--- src/tsdc_pkg.sv ---
`timescale 1ns / 1ps
// ----------------------------------------------------------------------------
// tsdc_pkg: shared definitions for the threshold screen dot classifier
// Types, constants and small arithmetic helpers used by the pipeline modules.
// ----------------------------------------------------------------------------
package tsdc_pkg;

	// Cut point and swap band constants.
	localparam logic [7:0] SMALL_CUT_LOW  = 8'd64;
	localparam logic [7:0] MEDIUM_CUT_LOW = 8'd130;
	localparam logic [7:0] SWAP_LOW       = 8'd96;
	localparam logic [8:0] SWAP_HIGH      = 9'd160;
	localparam logic [7:0] THR_MAX        = 8'd254;
	localparam logic [7:0] FULL_TONE      = 8'd255;

	// Coordinate hash constants; the seed and the fixed term fold into one.
	localparam logic [31:0] HASH_MUL_X = 32'h85EBCA6B;
	localparam logic [31:0] HASH_MUL_Y = 32'hC2B2AE35;
	localparam logic [31:0] HASH_K     = 32'h27D4EB2D ^ 32'h51F2F90D;
	localparam logic [31:0] HASH_MUL_A = 32'h7FEB352D;
	localparam logic [31:0] HASH_MUL_B = 32'h846CA68B;

	// Pipeline depths.
	localparam int DIV_LAT    = 4;
	localparam int HASH_LAT   = 4;
	localparam int HASH_DELAY = 2 * DIV_LAT + 2 - HASH_LAT;

	// Dot levels.
	localparam logic [1:0] DOT_NONE   = 2'd0;
	localparam logic [1:0] DOT_SMALL  = 2'd1;
	localparam logic [1:0] DOT_MEDIUM = 2'd2;
	localparam logic [1:0] DOT_LARGE  = 2'd3;

	// Configuration register indexes.
	typedef enum logic [2:0] {
		REG_MIN_INK,
		REG_FLOOR_RANGE,
		REG_FLOOR_MAX,
		REG_SMALL_BASE,
		REG_MEDIUM_BASE,
		REG_SWAP_EN,
		REG_USE_EFF
	} reg_index_t;

	typedef struct packed {
		logic [7:0] min_ink;
		logic [7:0] floor_range;
		logic [7:0] floor_max;
		logic [7:0] small_base;
		logic [7:0] medium_base;
		logic       swap_en;
		logic       use_eff;
	} cfg_t;

	// Pixel data that rides along the divider stages.
	typedef struct packed {
		logic       below;
		logic [7:0] tone;
		logic [7:0] mask;
	} sb_t;

	// Pixel data that rides along the bias divider.
	typedef struct packed {
		sb_t        sb;
		logic [7:0] eff;
		logic       bias_en;
	} bias_sb_t;

	// Input of the classification stages.
	typedef struct packed {
		logic       valid;
		logic       below;
		logic [7:0] tone;
		logic [7:0] mask;
		logic [7:0] eff;
		logic       bias_en;
		logic [7:0] bias;
		logic [7:0] hash;
	} cls_in_t;

	// One stage of the restoring divider.
	typedef struct packed {
		logic [7:0] rem;
		logic [7:0] nlo;
		logic [7:0] den;
		logic [7:0] quo;
	} div_stage_t;

	// Two restoring division steps; the partial remainder stays below den.
	function automatic div_stage_t div_two(input div_stage_t s);
		div_stage_t o;
		logic [8:0] t;
		o = s;
		for (int i = 0; i < 2; i++) begin
			t = {o.rem, o.nlo[7]};
			o.nlo = {o.nlo[6:0], 1'b0};
			if (t >= {1'b0, o.den}) begin
				t = t - {1'b0, o.den};
				o.quo = {o.quo[6:0], 1'b1};
			end else begin
				o.quo = {o.quo[6:0], 1'b0};
			end
			o.rem = t[7:0];
		end
		return o;
	endfunction

	// Exact floor(x / 255) for x up to 255 * 255.
	function automatic logic [7:0] div255(input logic [15:0] x);
		logic [16:0] s;
		s = {1'b0, x} + {9'b0, x[15:8]} + 17'd1;
		return s[15:8];
	endfunction

endpackage

--- src/tsdc_div.sv ---
`timescale 1ns / 1ps
// ----------------------------------------------------------------------------
// tsdc_div: pipelined 16 by 8 bit divider
// Restoring division, two quotient bits per stage; the quotient must fit in
// eight bits, that is the numerator is below 256 times the divisor.
// ----------------------------------------------------------------------------
module tsdc_div (
	input  logic        clk,
	input  logic        arst_n,
	input  logic        in_valid,
	input  logic [15:0] num,
	input  logic [7:0]  den,
	output logic        out_valid,
	output logic [7:0]  quo
);

	logic [tsdc_pkg::DIV_LAT-1:0] vld_s;
	tsdc_pkg::div_stage_t         stg_s [tsdc_pkg::DIV_LAT];
	tsdc_pkg::div_stage_t         first;

	// The upper numerator byte is the starting remainder.
	always_comb begin
		first.rem = num[15:8];
		first.nlo = num[7:0];
		first.den = den;
		first.quo = '0;
	end

	// Valid bits travel with the stages.
	always_ff @(posedge clk or negedge arst_n) begin
		if (!arst_n) begin
			vld_s <= '0;
		end else begin
			vld_s <= {vld_s[tsdc_pkg::DIV_LAT-2:0], in_valid};
		end
	end

	// Division stages.
	always_ff @(posedge clk) begin
		stg_s[0] <= tsdc_pkg::div_two(first);
		for (int i = 1; i < tsdc_pkg::DIV_LAT; i++) begin
			stg_s[i] <= tsdc_pkg::div_two(stg_s[i-1]);
		end
	end

	assign out_valid = vld_s[tsdc_pkg::DIV_LAT-1];
	assign quo       = stg_s[tsdc_pkg::DIV_LAT-1].quo;

endmodule

--- src/tsdc_hash.sv ---
`timescale 1ns / 1ps
// ----------------------------------------------------------------------------
// tsdc_hash: coordinate hash pipeline
// Mixes the pixel coordinates into a 32-bit hash over four stages and
// returns the XOR of its low byte and its third byte.
// ----------------------------------------------------------------------------
module tsdc_hash (
	input  logic        clk,
	input  logic [15:0] pixel_x,
	input  logic [15:0] pixel_y,
	output logic [7:0]  hash
);

	logic [31:0] h0;
	logic [31:0] mix_s1;
	logic [31:0] mul_s2;
	logic [31:0] mix2;
	logic [31:0] mul_s3;
	logic [7:0]  hash_s4;

	// Seed the hash from both coordinates.
	always_comb begin
		h0   = (32'(pixel_x) * tsdc_pkg::HASH_MUL_X) ^ (32'(pixel_y) * tsdc_pkg::HASH_MUL_Y)
		     ^ tsdc_pkg::HASH_K;
		mix2 = mul_s2 ^ (mul_s2 >> 15);
	end

	// Stage registers; the second and third stages each end in one multiplication.
	always_ff @(posedge clk) begin
		mix_s1  <= h0 ^ (h0 >> 16);
		mul_s2  <= mix_s1 * tsdc_pkg::HASH_MUL_A;
		mul_s3  <= mix2 * tsdc_pkg::HASH_MUL_B;
		hash_s4 <= mul_s3[7:0] ^ mul_s3[23:16];
	end

	assign hash = hash_s4;

endmodule

--- src/tsdc_class.sv ---
`timescale 1ns / 1ps
// ----------------------------------------------------------------------------
// tsdc_class: dot classification stages
// Applies the floor bias, selects the class tone, interpolates the cut
// points, picks the dot level and applies the optional dot swap.
// ----------------------------------------------------------------------------
module tsdc_class (
	input  logic              clk,
	input  logic              arst_n,
	input  tsdc_pkg::cls_in_t cin,
	input  tsdc_pkg::cfg_t    cfg,
	output logic              done,
	output logic [1:0]        dot_level,
	output logic [7:0]        effective_tone
);

	logic [8:0]  eff_sum;
	logic [7:0]  eff2;

	logic        vld_s1, vld_s2;
	logic        below_s1, below_s2;
	logic        inked_s1, inked_s2;
	logic [7:0]  v_s1, v_s2;
	logic [7:0]  mask_s1;
	logic [7:0]  hash_s1;

	logic [7:0]  inv_v;
	logic [8:0]  band;
	logic [15:0] pnum;
	logic        swap;

	logic [15:0] rel_s2, scn_s2, mcn_s2;
	logic        swap_s2;

	logic [7:0]  rel, scut, mcut;
	logic [1:0]  lvl, lvl_sw;

	logic        done_q;
	logic [1:0]  level_q;
	logic [7:0]  tone_q;

	// Add the floor bias with saturation.
	always_comb begin
		eff_sum = {1'b0, cin.eff} + (cin.bias_en ? {1'b0, cin.bias} : 9'd0);
		eff2    = eff_sum[8] ? tsdc_pkg::FULL_TONE : eff_sum[7:0];
	end

	always_ff @(posedge clk or negedge arst_n) begin
		if (!arst_n) begin
			vld_s1 <= 1'b0;
			vld_s2 <= 1'b0;
			done_q <= 1'b0;
		end else begin
			vld_s1 <= cin.valid;
			vld_s2 <= vld_s1;
			done_q <= vld_s2;
		end
	end

	// Stage 1: class tone and inking decision.
	always_ff @(posedge clk) begin
		below_s1 <= cin.below;
		inked_s1 <= eff2 > cin.mask;
		v_s1     <= cfg.use_eff ? eff2 : cin.tone;
		mask_s1  <= cin.mask;
		hash_s1  <= cin.hash;
	end

	// Swap probability falls linearly across the transition band.
	always_comb begin
		inv_v = tsdc_pkg::FULL_TONE - v_s1;
		band  = tsdc_pkg::SWAP_HIGH - {1'b0, v_s1};
		pnum  = (16'(band[6:0]) << 8) - 16'(band[6:0]);
		swap  = cfg.swap_en && ((v_s1 < tsdc_pkg::SWAP_LOW) ||
		        (({1'b0, v_s1} < tsdc_pkg::SWAP_HIGH) && (hash_s1 < pnum[13:6])));
	end

	// Stage 2: products for the relative tone and the blended cut points.
	always_ff @(posedge clk) begin
		below_s2 <= below_s1;
		inked_s2 <= inked_s1;
		v_s2     <= v_s1;
		swap_s2  <= swap;
		rel_s2   <= 16'(mask_s1) * 16'(v_s1);
		scn_s2   <= 16'(inv_v) * 16'(tsdc_pkg::SMALL_CUT_LOW) + 16'(v_s1) * 16'(cfg.small_base);
		mcn_s2   <= 16'(inv_v) * 16'(tsdc_pkg::MEDIUM_CUT_LOW) + 16'(v_s1) * 16'(cfg.medium_base);
	end

	// Level from the cut points, then the mirror for the swap.
	always_comb begin
		rel  = tsdc_pkg::div255(rel_s2);
		scut = tsdc_pkg::div255(scn_s2);
		mcut = tsdc_pkg::div255(mcn_s2);
		priority if (rel <= scut) lvl = tsdc_pkg::DOT_SMALL;
		else if (rel <= mcut)     lvl = tsdc_pkg::DOT_MEDIUM;
		else                      lvl = tsdc_pkg::DOT_LARGE;
		lvl_sw = lvl;
		if (swap_s2) begin
			unique case (lvl)
				tsdc_pkg::DOT_SMALL: lvl_sw = tsdc_pkg::DOT_LARGE;
				tsdc_pkg::DOT_LARGE: lvl_sw = tsdc_pkg::DOT_SMALL;
				default:             lvl_sw = lvl;
			endcase
		end
	end

	// Stage 3: output register.
	always_ff @(posedge clk) begin
		level_q <= (below_s2 || !inked_s2) ? tsdc_pkg::DOT_NONE : lvl_sw;
		tone_q  <= below_s2 ? 8'd0 : v_s2;
	end

	assign done           = done_q;
	assign dot_level      = level_q;
	assign effective_tone = tone_q;

endmodule

--- src/threshold_screen_dot_classifier.sv ---
`timescale 1ns / 1ps
// ----------------------------------------------------------------------------
// threshold_screen_dot_classifier: variable dot halftone classifier
// A pixel goes in on start; its dot level and effective tone come out
// with one pulse of done.
// ----------------------------------------------------------------------------
// Usage:
// - Drive tone, mask_value, pixel_x and pixel_y with start high. The transfer
//   happens at the clock edge where start is high and busy is low; busy
//   never rises, so a pixel can be accepted in every cycle.
// - Each result shows on dot_level and effective_tone for one cycle with
//   done high, in input order.
// - Throughput is one pixel per cycle. The latency is set by two divider
//   pipelines of four stages each (tone rescale, then floor bias), the input
//   register, the bias product register and three classification stages.
// - The receiver cannot stall the block; results are only ever presented.
// - Configuration writes use cfg_we, cfg_addr and cfg_wdata and take effect
//   at once; write them only while no pixel is in flight.
// - Reset clears all valid bits and loads the register defaults; the block
//   accepts pixels in the first cycle after reset.
// ----------------------------------------------------------------------------
module threshold_screen_dot_classifier (
	input  logic        clk,
	input  logic        arst_n,
	input  logic        start,
	output logic        busy,
	input  logic [7:0]  tone,
	input  logic [7:0]  mask_value,
	input  logic [15:0] pixel_x,
	input  logic [15:0] pixel_y,
	input  logic        cfg_we,
	input  logic [2:0]  cfg_addr,
	input  logic [7:0]  cfg_wdata,
	output logic        done,
	output logic [1:0]  dot_level,
	output logic [7:0]  effective_tone
);

	tsdc_pkg::cfg_t     cfg_q;
	logic [7:0]         thr;
	logic [7:0]         diff;

	logic               vld_s1;
	tsdc_pkg::sb_t      sb_s1;
	logic [15:0]        num_s1;
	logic [7:0]         den_s1;

	logic               div1_vld;
	logic [7:0]         eff;
	tsdc_pkg::sb_t      sba_s [tsdc_pkg::DIV_LAT];

	logic               bias_en;
	logic [7:0]         range_gap;
	logic               vld_s6;
	tsdc_pkg::bias_sb_t bsb_s6;
	logic [15:0]        num_s6;

	logic               div2_vld;
	logic [7:0]         bias;
	tsdc_pkg::bias_sb_t sbb_s [tsdc_pkg::DIV_LAT];

	logic [7:0]         hash;
	logic [7:0]         hd_s [tsdc_pkg::HASH_DELAY];

	tsdc_pkg::cls_in_t  cin;

	assign busy = 1'b0;

	// Configuration registers.
	always_ff @(posedge clk or negedge arst_n) begin
		if (!arst_n) begin
			cfg_q.min_ink     <= 8'd0;
			cfg_q.floor_range <= 8'd0;
			cfg_q.floor_max   <= 8'd0;
			cfg_q.small_base  <= tsdc_pkg::SMALL_CUT_LOW;
			cfg_q.medium_base <= tsdc_pkg::MEDIUM_CUT_LOW;
			cfg_q.swap_en     <= 1'b0;
			cfg_q.use_eff     <= 1'b0;
		end else if (cfg_we) begin
			unique case (cfg_addr)
				tsdc_pkg::REG_MIN_INK:     cfg_q.min_ink     <= cfg_wdata;
				tsdc_pkg::REG_FLOOR_RANGE: cfg_q.floor_range <= cfg_wdata;
				tsdc_pkg::REG_FLOOR_MAX:   cfg_q.floor_max   <= cfg_wdata;
				tsdc_pkg::REG_SMALL_BASE:  cfg_q.small_base  <= cfg_wdata;
				tsdc_pkg::REG_MEDIUM_BASE: cfg_q.medium_base <= cfg_wdata;
				tsdc_pkg::REG_SWAP_EN:     cfg_q.swap_en     <= cfg_wdata[0];
				tsdc_pkg::REG_USE_EFF:     cfg_q.use_eff     <= cfg_wdata[0];
				default: ;
			endcase
		end
	end

	// Clamp the threshold so the rescale divisor is never zero.
	always_comb begin
		thr  = (cfg_q.min_ink > tsdc_pkg::THR_MAX) ? tsdc_pkg::THR_MAX : cfg_q.min_ink;
		diff = tone - thr;
	end

	// Valid bits of the top level stages.
	always_ff @(posedge clk or negedge arst_n) begin
		if (!arst_n) begin
			vld_s1 <= 1'b0;
			vld_s6 <= 1'b0;
		end else begin
			vld_s1 <= start && !busy;
			vld_s6 <= div1_vld;
		end
	end

	// Stage 1: input register and rescale numerator, diff times 255.
	always_ff @(posedge clk) begin
		sb_s1.below <= tone <= thr;
		sb_s1.tone  <= tone;
		sb_s1.mask  <= mask_value;
		num_s1      <= {diff, 8'b0} - 16'(diff);
		den_s1      <= tsdc_pkg::FULL_TONE - thr;
	end

	tsdc_div u_div_rescale (
		.clk       (clk),
		.arst_n    (arst_n),
		.in_valid  (vld_s1),
		.num       (num_s1),
		.den       (den_s1),
		.out_valid (div1_vld),
		.quo       (eff)
	);

	// Pixel data alongside the rescale divider.
	always_ff @(posedge clk) begin
		sba_s[0] <= sb_s1;
		for (int i = 1; i < tsdc_pkg::DIV_LAT; i++) begin
			sba_s[i] <= sba_s[i-1];
		end
	end

	// Floor bias numerator: floor_max times the distance below floor_range.
	always_comb begin
		bias_en   = (cfg_q.floor_range != 8'd0) && (cfg_q.floor_max != 8'd0) &&
		            (eff < cfg_q.floor_range);
		range_gap = bias_en ? (cfg_q.floor_range - eff) : 8'd0;
	end

	always_ff @(posedge clk) begin
		bsb_s6.sb      <= sba_s[tsdc_pkg::DIV_LAT-1];
		bsb_s6.eff     <= eff;
		bsb_s6.bias_en <= bias_en;
		num_s6         <= 16'(cfg_q.floor_max) * 16'(range_gap);
	end

	tsdc_div u_div_bias (
		.clk       (clk),
		.arst_n    (arst_n),
		.in_valid  (vld_s6),
		.num       (num_s6),
		.den       (cfg_q.floor_range),
		.out_valid (div2_vld),
		.quo       (bias)
	);

	// Pixel data alongside the bias divider.
	always_ff @(posedge clk) begin
		sbb_s[0] <= bsb_s6;
		for (int i = 1; i < tsdc_pkg::DIV_LAT; i++) begin
			sbb_s[i] <= sbb_s[i-1];
		end
	end

	tsdc_hash u_hash (
		.clk     (clk),
		.pixel_x (pixel_x),
		.pixel_y (pixel_y),
		.hash    (hash)
	);

	// Align the hash byte with the end of the bias divider.
	always_ff @(posedge clk) begin
		hd_s[0] <= hash;
		for (int i = 1; i < tsdc_pkg::HASH_DELAY; i++) begin
			hd_s[i] <= hd_s[i-1];
		end
	end

	always_comb begin
		cin.valid   = div2_vld;
		cin.below   = sbb_s[tsdc_pkg::DIV_LAT-1].sb.below;
		cin.tone    = sbb_s[tsdc_pkg::DIV_LAT-1].sb.tone;
		cin.mask    = sbb_s[tsdc_pkg::DIV_LAT-1].sb.mask;
		cin.eff     = sbb_s[tsdc_pkg::DIV_LAT-1].eff;
		cin.bias_en = sbb_s[tsdc_pkg::DIV_LAT-1].bias_en;
		cin.bias    = bias;
		cin.hash    = hd_s[tsdc_pkg::HASH_DELAY-1];
	end

	tsdc_class u_class (
		.clk            (clk),
		.arst_n         (arst_n),
		.cin            (cin),
		.cfg            (cfg_q),
		.done           (done),
		.dot_level      (dot_level),
		.effective_tone (effective_tone)
	);

	// Every transfer gives exactly one result.
	a_latency: assert property (@(posedge clk) disable iff (!arst_n)
		start |-> ##13 done)
		else $error("result missing for an accepted pixel");

	a_no_spurious: assert property (@(posedge clk) disable iff (!arst_n)
		done |-> $past(start, 13))
		else $error("result without an accepted pixel");

	// An inked dot always carries a nonzero tone.
	a_dot_tone: assert property (@(posedge clk) disable iff (!arst_n)
		(done && dot_level != tsdc_pkg::DOT_NONE) |-> effective_tone != 8'd0)
		else $error("dot issued with zero tone");

	// Both dividers keep the same depth as their side data; this checks the bias divider.
	a_div_align: assert property (@(posedge clk) disable iff (!arst_n)
		vld_s6 |-> ##(tsdc_pkg::DIV_LAT) div2_vld)
		else $error("bias divider out of step");

endmodule
--- config.mk ---
export PLATFORM = sky130hd
export DESIGN_NAME = threshold_screen_dot_classifier
export DESIGN_NICKNAME = d
export VERILOG_FILES = /design/src/tsdc_pkg.sv /design/src/tsdc_div.sv /design/src/tsdc_hash.sv /design/src/tsdc_class.sv /design/src/threshold_screen_dot_classifier.sv
export SDC_FILE = /design/constraint.sdc
export NUM_CORES = 2
export LEC_CHECK = 0
export ABC_AREA = 1
export CORE_MARGIN = 3
export CORE_UTILIZATION = 30
export DETAILED_ROUTE_END_ITERATION = 8
export DONT_BUFFER_PORTS = 1
export PLACE_DENSITY_LB_ADDON = 0.08
export SYNTH_ARGS = -nofsm -noshare
export SYNTH_HDL_FRONTEND = slang
export SYNTH_SLANG_ARGS = --single-unit
--- constraint.sdc ---
create_clock -name clk -period 10.6 [get_ports clk]
set_input_delay 3.18 -clock clk [delete_from_list [all_inputs] [get_ports clk]]
set_output_delay 3.18 -clock clk [all_outputs]
set_load 0.02 [all_outputs]
=== Yosys cells after proc, flatten, opt, wreduce, memory -nomap -nowiden ===
Memories as Yosys holds them, arrays and structs flattened. A register that Yosys moved wholly into a read port is not among the register bits.
Cells that the tools add are included.
W data, S select, Z words.

* Flip-flop bits (word level): 304
* Latch bits: 0
* Bits in writable memories: 460
* Bits in read-only memories: 0
* Input port bits: 63
* Output and inout bits: 12
* Memories kept: 5

* Add/subtract/negate cells: 32
* Multiply operators: 9
* Div/mod/pow operators: 0
* Order comparisons: 25
* Eq/ne operators: 8
* Shift-type cells: 0
* Muxes and demuxes: 41
* Bitwise operators: 5
* Reduce and logical (&&, ||, !) cells: 17

{| class="wikitable"
|+ Memories
! name !! words !! bits a word !! read ports !! clocked after Yosys merged registers in !! write ports !! RTL line !! source
|-
| u_div_bias.stg_s || 4 || 30 || 4 || 0 || 4 || tsdc_div.sv:18 || <nowiki>tsdc_pkg::div_stage_t stg_s [tsdc_pkg::DIV_LAT];</nowiki>
|-
| u_div_rescale.stg_s || 4 || 30 || 4 || 0 || 4 || tsdc_div.sv:18 ||
|-
| sbb_s || 4 || 26 || 4 || 0 || 4 || threshold_screen_dot_classifier.sv:60 || <nowiki>tsdc_pkg::bias_sb_t sbb_s [tsdc_pkg::DIV_LAT];</nowiki>
|-
| sba_s || 4 || 17 || 4 || 1 || 4 || threshold_screen_dot_classifier.sv:50 || <nowiki>tsdc_pkg::sb_t sba_s [tsdc_pkg::DIV_LAT];</nowiki>
|-
| hd_s || 6 || 8 || 6 || 1 || 6 || threshold_screen_dot_classifier.sv:63 || <nowiki>logic [7:0] hd_s [tsdc_pkg::HASH_DELAY];</nowiki>
|}

{| class="wikitable"
|+ Operator list
! cell !! number
|-
| $mux W8 || 21
|-
| $ge A9 B8 Y1 || 16
|-
| $sub A8 B8 Y8 || 18
|-
| $mul A16 B32 Y32 const B || 2
|-
| $mul A8 B8 Y16 || 4
|-
| $add A16 B1 Y16 const B || 3
|-
| $add A16 B8 Y16 || 3
|-
| $mul A32 B31 Y32 const B || 1
|-
| $mul A32 B32 Y24 const B || 1
|-
| $xor A32 B16 Y32 || 1
|-
| $xor A32 B17 Y32 || 1
|-
| $xor A32 B32 Y32 || 1
|-
| $le A8 B8 Y1 || 3
|-
| $mux W1 || 17
|-
| $add A14 B16 Y16 || 1
|-
| $add A16 B16 Y16 || 1
|-
| $lt A8 B8 Y1 || 2
|-
| $reduce_bool A8 Y1 || 2
|-
| $sub A16 B8 Y16 || 1
|-
| $sub A8 B8 Y8 const A || 2
|-
| $mul A8 B7 Y15 const B || 1
|-
| $reduce_and A2 Y1 || 7
|-
| $sub A14 B7 Y14 || 1
|-
| $not A11 Y11 || 1
|-
| 18 further kinds || 26
|}

=== Logic depth before layout (Yosys ltp) ===
* Depth in word-level cells: 8
* Gate-level depth with buffers: 32

=== Cells and area by module ===
A second synthesis with hierarchy kept.

* Cell total of the unflattened synthesis: 7,343
* Area, all modules: 63,480.9 um2

{| class="wikitable"
|+ By module, submodules not included
! module !! instances !! cells an instance !! area each (um2)
|-
| tsdc_hash || 1 || 3,454 || 30,037.6
|-
| tsdc_class || 1 || 1,492 || 11,613.6
|-
| tsdc_div || 2 || 728 || 5,466.5
|-
| threshold_screen_dot_classifier || 1 || 941 || 10,896.7
|}

=== Worst setup path before layout ===
No wires, ideal clock.

* Kind: input port to flip-flop
* Start: in pixel_x[5]
* End: reg u_hash.mix_s1[15]
* Setup time: 0.112 ns
* Data arrival time: 7.949 ns
* Slack: 2.538 ns
* Cell stages on the path: 27
* Path buffers: 0
* Cells stage by stage: inv_1 > fa_1 > inv_1 > fa_1 > inv_1 > fa_1 > inv_1 > fa_1 > inv_1 > fa_1 > fa_1 > inv_1 > ha_1 > nand2_1 > nand2_1 > a21boi_0 > nand2_1 > nand2_1 > nand2_1 > nor2_1 > nand2_1 > nand2_1 > inv_1 > nand2_1 > nand2_1 > nand2_1 > nand2_1

* Cells in the longest elaborated chain, start to end: 3

{| class="wikitable"
|+ Ends and longest elaborated chain
! element !! RTL line !! source
|-
| from (decl) || threshold_screen_dot_classifier.sv:29 || <nowiki>input logic [15:0] pixel_x,</nowiki>
|-
| $mul A16 B32 Y32 || tsdc_hash.sv:23 || <nowiki>h0 = (32'(pixel_x) * tsdc_pkg::HASH_MUL_X) ^ (32'(pixel_y) * tsdc_pkg::HASH_MUL_Y)</nowiki>
|-
| $xor A32 B32 Y32 || tsdc_hash.sv:23 ||
|-
| net u_hash.h0[31] || tsdc_hash.sv:14 || <nowiki>logic [31:0] h0;</nowiki>
|-
| $xor A32 B16 Y32 || tsdc_hash.sv:30 || <nowiki>mix_s1 <= h0 ^ (h0 >> 16);</nowiki>
|-
| to (signal assigned) || tsdc_hash.sv:30 ||
|-
| to (decl) || tsdc_hash.sv:15 || <nowiki>logic [31:0] mix_s1;</nowiki>
|}

The timed path passes the listed nets, and every way through them passes these cells.
A chain may end at the register's enable or synchronous reset.

=== Worst setup path in the final report ===
* Start: in pixel_x[1]
* End: reg u_hash.mix_s1[14]

* Cells in the longest elaborated chain, start to end: 4

{| class="wikitable"
|+ Ends and longest elaborated chain
! element !! RTL line
|-
| $mul A16 B32 Y32 (*) || tsdc_hash.sv:23
|-
| $xor A32 B32 Y32 (*) || tsdc_hash.sv:23
|-
| $not A11 Y11 (no source line) || n/a
|-
| $xor A32 B16 Y32 (*) || tsdc_hash.sv:30
|}

Every way passes the cells marked *; elsewhere a longest branch is shown, timed or not.

==> out/results.tsv <==
stage	metric	value	unit
floorplanning	design.portCount	75	
critical_path	r2r_start	cfg_q[27]	
sta	setup_viol	0	
clock_tree	ctsRootBufferMaster	sky130_fd_sc_hd__clkbuf_16	
sta	finalHoldViolCount	0	
finish	finish.net_count	8522	
floorplanning	die_w	457.1	µm
hold_path	hold_path_end	u_class.hash_s1[4]	
clock_tree	clock-sinks	701	
finish	most_frequent_standard_cell_in_the_layout_excluding_fill_and_tap_cells	sky130_fd_sc_hd__inv_1	
synth	synth_area_per_cell	9.020	µm²
synth	synth_seq_area_share	23.44	%
route	met3_length	4320	µm
clock_tree	post_cts.repair.setup_buffers	0	
synth	net_count_after_synthesis	8492	
critical_path	timing.reg2reg.setup_slack	3.89	ns
synth	synth_edf_count	0	
sta	layout_min_cycle_time	7.862	ns
route	num_vias	41300	
place	place_congestion	0.8545	
synth	netlist-cell-type-count	75	
route	final_ant_viol_nets	0	
status	result_of_the_run	complete, no violations	
clock_tree	worstSkewPairLatency	0.68	ns
clock_tree	cts.repair.resized	0	
route	met1_length	75550	µm
synth	mappedNetlistArea	61050	µm²
sta	timing_worst_slew_pin_value	0.9063	ns
finish	total_area_of_multi_input_combinational_cells	39840	µm²
route	vias_per_cell	4.338	
clock_tree	max-clock-path-buffers	3	
critical_path	timing.setup.critical_path_class	primary input to flop	
global_routing	antenna_found_initial	8	
finish	area.growth.synth_to_final	10.02	%
floorplanning	number_of_placement_rows	164	
critical_path	biggest_fanout_along_the_worst_timing_path	6	
sta	max_freq	127.2	MHz
floorplanning	fp.dieH	457.1	µm
route	initialDrtViolationCount	1722	
hold_path	holdCritPathClass	flop to flop	
critical_path	startpoint_type	primary input	
finish	post_route_cells_drive_above_1_share	3.583	%
route	dr.pass1.iters	5	
global_routing	global_route.usage.total	15.95	%
synth	ys_async_sr_fraction	7.846	%
floorplanning	starting_density_of_the_core	30.36	%
global_routing	grt_pass1_wl	258800	µm
route	wl_per_cell	17.16	µm
clock_tree	numCtsBuffers	84	
synth	netlist.area_leader.share	24.17	%
place	dp.final_hpwl	139600	µm
critical_path	crit-reg2reg-capture	num_s6[14]	
synth	postSynthCellCount	6768	
synth	post_synth_main_area_contributors	sky130_fd_sc_hd__fa_1 24%, sky130_fd_sc_hd__dfxtp_1 21%, sky130_fd_sc_hd__ha_1 19%	
global_routing	global_route_congestion_overflow_total	0	
global_routing	maximum_number_of_pins_on_one_net_before_global_route_repair	56	
hold_path	hold_path_startpoint	hd_s[5][4]	
job	cap_violations	0	
place	numPortBuffers	0	
critical_path	end_kind	flop	
clock_tree	htree_num_levels	3	
route	drt_drc_violations_left	0	
clock_tree	cts_tree	built	
sta	report.final.slew_viol_count	0	
synth	post-synth-top-area-cell	sky130_fd_sc_hd__fa_1	
sta	slew-limit-headroom	39.50	%
clock_tree	cts.clk_slew.worst_paths	0.06	ns
floorplanning	floorplan.die_area	209000	µm²
floorplanning	core_area	201100	µm²
critical_path	count_of_cells_along_the_worst_register_to_register_path	30	
clock_tree	cts_hold_repair.buffers	0	
synth	synth-main-ff-cell	sky130_fd_sc_hd__dfxtp_1	
sta	setup_tns	0	ns
finish	finalNonFillerCells	9521	
finish	n_antenna_cell	0	
place	dp_cells	9368	
finish	mostFrequentLayoutCells	1742 x sky130_fd_sc_hd__inv_1, 943 x sky130_fd_sc_hd__nand2_1, 924 x sky130_fd_sc_hd__ha_1	
place	placedInstanceArea	64160	µm²
finish	final-seq-area	14310	µm²
critical_path	critPathArrivalTime	8.41	ns
route	wirelength	163400	µm
sta	layout_skew	0.03312	ns
sta	setup_repair_after_global_routing_missed_its_margin	no	
synth	ys_warn_count	0	
route	top_layer_used	met4	
hold_path	timing.hold.worst_path_depth	0	
route	met2_wirelength	80540	µm
sta	post-route-period-util	74.17	%
critical_path	worstPathRequired	11.15	ns
finish	fillerInstances	21060	
global_routing	vias_in_the_first_global_route	44890	
finish	layout.cell_area.non_filler	67170	µm²
synth	ys_ff_latch	701	
==> per-stage QoR <==
stage | util [%] | worst slack [ns] | hold slack (ns)
final | 33.40 | 2.738 | 0.3069
after global routing | 33.40 | 2.281 | 0.3120
after CTS | 33.40 | 2.762 | 0.3039
after detailed placement | 31.90 | 2.040 | 0.3121
after global placement | 31.90 | 1.988 | 0.3100
after floorplan | - | 2.539 | 0.3096
==> worst max-delay path by stage <==
stage | startpoint | end | slack, ns
after detailed placement | pixel_x[5] | u_hash.mix_s1[15] | 2.04
final | pixel_x[1] | u_hash.mix_s1[14] | 2.74
after global routing | pixel_x[5] | u_hash.mix_s1[15] | 2.28
after CTS | pixel_x[5] | u_hash.mix_s1[15] | 2.76
after floorplan | pixel_x[5] | u_hash.mix_s1[15] | 2.54
after global placement | pixel_x[5] | u_hash.mix_s1[15] | 1.99
==> cell families after synthesis <==
group | count (synthesis) | synth area share (%)
simple gates | 1553 | 10.78
buf+inv | 1822 | 11.32
other cells | 1 | 0.006143
flops | 701 | 23.44
fa+ha+maj | 1661 | 43.10
xor+xnor | 348 | 5.052
compound gates | 682 | 6.294
==> critical path: stages <==
cell	delay [ns]
sky130_fd_sc_hd__fa_1	0.61
sky130_fd_sc_hd__inv_1	0.08
sky130_fd_sc_hd__fa_1	0.52
sky130_fd_sc_hd__inv_1	0.06
sky130_fd_sc_hd__fa_1	0.52
sky130_fd_sc_hd__fa_1	0.52
sky130_fd_sc_hd__fa_1	0.52
sky130_fd_sc_hd__fa_1	0.50
sky130_fd_sc_hd__ha_1	0.38
sky130_fd_sc_hd__nand2_1	0.14
sky130_fd_sc_hd__inv_1	0.05
sky130_fd_sc_hd__a21oi_1	0.31
sky130_fd_sc_hd__o21ai_0	0.27
sky130_fd_sc_hd__a21oi_1	0.19
sky130_fd_sc_hd__nand2_1	0.08
sky130_fd_sc_hd__or2_1	0.22
sky130_fd_sc_hd__nand3_1	0.09
sky130_fd_sc_hd__nand2_1	0.07
sky130_fd_sc_hd__nand2_1	0.05
sky130_fd_sc_hd__nand2_1	0.04
==> registers in the layout, summed over array words and instances (netlist names), 16 cells and up <==
name,cells
sb_s1,17
u_hash.mul_s2,32
u_hash.mix_s1,32
u_class.mcn_s2,16
sba_s,68
u_div_bias.stg_s,80
bsb_s6,26
u_class.scn_s2,16
num_s6,16
sbb_s,104
hd_s,48
u_hash.mul_s3,16
u_class.rel_s2,16
u_div_rescale.stg_s,80
cfg_q,42
num_s1,16
==> cell usage after synthesis (all sizes together) (3+ instances only) <==
| cell | count |
|---|---|
| clkbuf | 45 |
| o211ai | 17 |
| nand4 | 68 |
| a21o | 27 |
| o21ai | 242 |
| buf | 26 |
| inv | 1749 |
| nand2 | 957 |
| dfrtp | 52 |
| nor4 | 8 |
| o21a | 9 |
| o21bai | 17 |
| or2 | 32 |
| nor2 | 284 |
| dfstp | 3 |
| o221ai | 5 |
| ha | 924 |
| a21boi | 12 |
| o31ai | 7 |
| nand3b | 12 |
| a21oi | 295 |
| xnor2 | 148 |
| a211oi | 11 |
| fa | 737 |
| dfxtp | 646 |
| a31oi | 19 |
| nor3 | 30 |
| o2111ai | 6 |
| nand3 | 157 |
| xor2 | 199 |
| o311ai | 3 |
==> layer usage <==
layer / global-route usage [%] / vias to the layer above
met5: 0 / -
met4: 3.469 / 0
met3: 1.766 / 135
met2: 28.33 / 472
met1: 20.76 / 19910
li1: - / 20790
==> cell type report <==
type | instances | area share, %
Multi-Input combinational cell | 4245 | 59.31
Inverter | 1751 | 9.786
Clock buffer | 114 | 3.614
Clock inverter | 39 | 0.8662
Sequential cell | 701 | 21.31
Tap cell | 2656 | 4.948
Timing Repair Buffer | 15 | 0.1677
Power is not shown: default switching activity piles up to over one toggle a cycle in this logic, so the estimate is an artifact.
